$ cat src/sv/amse_ram.sv
// ----------------------------------------------------------------------------
// amse_ram
// Generic single-port-write, single-read RAM with a registered read.
// ----------------------------------------------------------------------------
`default_nettype none
module amse_ram #(
	parameter int WIDTH = 32,
	parameter int DEPTH = 16
) (
	input  wire                      clk,
	input  wire                      we,
	input  wire [$clog2(DEPTH)-1:0]  waddr,
	input  wire [WIDTH-1:0]          wdata,
	input  wire [$clog2(DEPTH)-1:0]  raddr,
	output logic [WIDTH-1:0]         rdata
);
	logic [WIDTH-1:0] mem_q [DEPTH];

	// Write and read, read data registered
	always_ff @(posedge clk) begin
		if (we) mem_q[waddr] <= wdata;
		rdata <= mem_q[raddr];
	end
endmodule
`default_nettype wire

$ cat config.mk
export PLATFORM = sky130hd
export DESIGN_NAME = amse_ram
export DESIGN_NICKNAME = d
export VERILOG_FILES = /design/src/sv/amse_ram.sv
export SDC_FILE = /design/constraint.sdc
export NUM_CORES = 1
export LEC_CHECK = 0
export ABC_AREA = 0
export BUFFER_PORTS_ARGS = -buffer_cell sky130_fd_sc_hd__buf_2
export CAP_MARGIN = 10
export CORE_ASPECT_RATIO = 1.4
export CORE_UTILIZATION = 58
export CTS_BUF_LIST = sky130_fd_sc_hd__clkbuf_4 sky130_fd_sc_hd__clkbuf_8
export CTS_CLUSTER_DIAMETER = 80
export DETAILED_ROUTE_END_ITERATION = 16
export PLACE_DENSITY = 0.72
export SKIP_CTS_REPAIR_TIMING = 1
export SLEW_MARGIN = 0
export SYNTH_ARGS = -nofsm -noshare
export SYNTH_HDL_FRONTEND = slang
export SYNTH_SLANG_ARGS = --single-unit
$ cat constraint.sdc
create_clock -name clk -period 4.3 [get_ports clk]
set_clock_uncertainty 0.1 [all_clocks]
set_input_delay 0.43 -clock clk [delete_from_list [all_inputs] [get_ports clk]]
set_output_delay 0.43 -clock clk [all_outputs]
set_load 0.01 [all_outputs]
==> run metrics <==
run status=finished clean; vias in the first global route=9679; CTS H-tree depth=3; FF-to-FF End=rdata[22]$_DFF_P_; Post-Syn Area=19900 sq um; layout cell share with drive strength beyond 1=36.5%; Static Leak=0.00731 uW; Worst-path clk slew=0.06 ns; area share of the largest cell type after synthesis=around 77%; CP required=4.43 ns; power per cell area=468 nW/um^2; I/O pin cnt=74; Nets=approximately 1000; DR vias=9081; critical path capture point type=flip-flop; Mapped Cells=838; TritonCTS Buffers=80; fin. max-slew vios=0; post-synthesis sequential area ratio=80.7%; hpwl dp=20.9 mm; core box area=around 34000 sq um; chip height=221 um; Max VDD drop=about 280 uV; initial antenna violation count=1; GR Layer Usage met3=4.90%; Net Count, Synth=880; Yosys top cell by area=edfxtp_1; CTS root buf=clkbuf_8; wire per inst=26.6 um; hold crit path type=input port to flip-flop; final cycle utilization of the critical path=a little under half; post-route insts no fill=between 1000 and 1500; r2r startpoint=mem_q[3][22]$_DFFE_PP_; worst path arrival time=2.11 ns; ant diodes=0; DR pass1 iterations=5; Crit path largest cell delay=0.97 ns; critical path type=input port to flip-flop; number of port buffers=73; gr busiest metal=met2; total gr overflow=0; WL final=between 30 and 40 mm; final period demand of the worst path=around 2 ns; global-route wire length before repair=59.9 mm; CTS tree=built; Total GRT Usage=24.2%; pin slew with the least headroom to its limit=1.24 ns; largest net degree at the start of global routing=59; Final TNS setup=0 ns; Max-slew headroom=17.2%; RSZ-0062 raised after global routing=no; #FFs+latches synth=544; CP Depth=3; Yosys cell types=18; Die ar.=35000 sq um; grt met1 use=33.2%; crit path max-delay cell type=nor2_4; CTS Sinks=544; Detailed Route Iter0 Violations=807; capture point of the worst path=mem_q[3][18]$_DFFE_PP_; Placed Cells=1339; GRT met2 Usage=39.0%; CP Launch Point=waddr[2]; Worst-Skew Late Latency=roughly 0.63 ns; Initial Utilization=59.3%; worst-path maximum fanout=32; drt drc=0; cell family with most CP delay=simple AND/OR/NAND/NOR gates; Layout area overhead=13.4%; CP Launch Type=input port; chip width=~160 um; Synth area leaders=edfxtp_1 (77%), mux4_2 (15%), dfxtp_1 (3.2%); worst reg2reg path depth=3; Routed Antenna Nets=0; Bufs on Longest Clock Path=3; GP Congestion=between 0.7 and 0.8; max cap viols=0; final count of negative-setup-slack endpoints=0; highest clock rate=0.505 GHz; crit path cell chain=buf_2, or3b_2, nor2_4; Fill cells=2085; Worst Path Buf+Inv=1; reg2reg setup slack=between 2 and 3 ns; Avg Inst Size Synth=23.7 sq um; yosys warns=0; num rows=slightly below 80; Via density=6.12; final hold viol count=0
routing by layer:
layer / part of all wire, % / up-vias
li1: - / 3861
met4: 2.1 / 2
met2: 51 / 374
met1: 40 / 4780
met5: 0.033 / -
met3: 6.9 / 64
state kept, by name (all words and copies together), names as in the netlist:
register	count
mem_q	512
rdata	32
where the power goes:
part	switching [uW]	total, uW	internal [uW]
clock	1880	4060	2180
combinational	306	517	211
sequential	34.0	5960	5930
cells in the mapped netlist, drive strengths merged:
cell type,n
a22oi,64
and2,1
buf,26
clkbuf,17
dfxtp,32
edfxtp,512
mux4,128
nand2,33
nand2b,2
nand3,1
nand3b,2
nor2,13
nor2b,2
nor3,4
or3b,1
cell usage in the layout (no fill, tap or decap):
cell type,instances
buf_12,2
nand2b_1,2
nor2b_4,2
clkinv_2,8
nand2_1,33
clkbuf_4,31
nand3_1,1
buf_4,25
a22oi_1,64
edfxtp_1,512
buf_2,71
dfxtp_1,32
clkinvlp_4,3
clkinv_1,14
and2_2,1
or3b_2,1
nand3b_1,2
clkbuf_8,91
nor3_2,4
nor2_4,13
mux4_2,128
worst min path at each step:
stage                       startpoint                      end  slack (ns)  cells after the start
5_1_grt                      wdata[30]  mem_q[11][30]$_DFFE_PP_        0.06                      1
6_report                      wdata[8]   mem_q[13][8]$_DFFE_PP_        0.08                      1
3_5_place_dp    mem_q[12][0]$_DFFE_PP_         rdata[0]$_DFF_P_        0.56                      3
4_1_cts                      wdata[28]   mem_q[9][28]$_DFFE_PP_        0.04                      1
2_1_floorplan                 wdata[0]    mem_q[0][0]$_DFFE_PP_        0.43                      0
3_3_place_gp   mem_q[15][27]$_DFFE_PP_        rdata[27]$_DFF_P_        0.55                      3
worst reg2reg max path: cells and delay by family (launching register included):
family | cells | cell delay [ns]
DFF | 1 | 0.38
and+or+nand+nor | 1 | 0.11
AOI/OAI and AO/OA | 1 | 0.28
muxes | 1 | 0.50
per-stage QoR:
| stage | power [uW] | cell area, sq um | setup slack (ns) | hold slack [ns] | utilization (%) |
|---|---|---|---|---|---|
| floorplan | 6370 | 19900 | 0.590 | 0.429 | - |
| global placement | 6590 | 20900 | 1.63 | 0.550 | 62.4 |
| detailed placement | 6600 | 20900 | 1.65 | 0.559 | 62.4 |
| CTS | 10600 | 22500 | 2.33 | 0.0433 | 67.2 |
| global route | 10900 | 22500 | 2.25 | 0.0580 | 67.2 |
| finish | 10500 | 22500 | 2.32 | 0.0754 | 67.2 |
area by class of cell:
class	instances	area [sq um]	area share (%)
Clock buffer	121	1470	6.54
Clock inverter	25	115	0.511
Multi-Input combinational cell	251	3750	16.7
Sequential cell	544	16000	71.2
Tap cell	445	557	2.47
Timing Repair Buffer	99	597	2.65
kinds of logic (layout without fill, tap and decap cells):
kind of cell | Yosys count | count (layout) | synth area share, %
compound gates | 64 | 64 | 2.42
flops | 544 | 544 | 80.7
simple gates | 59 | 59 | 1.27
mux | 128 | 128 | 14.5
buf+inv | 43 | 245 | 1.12
No activity file was read; power rests on OpenSTA's default activity.
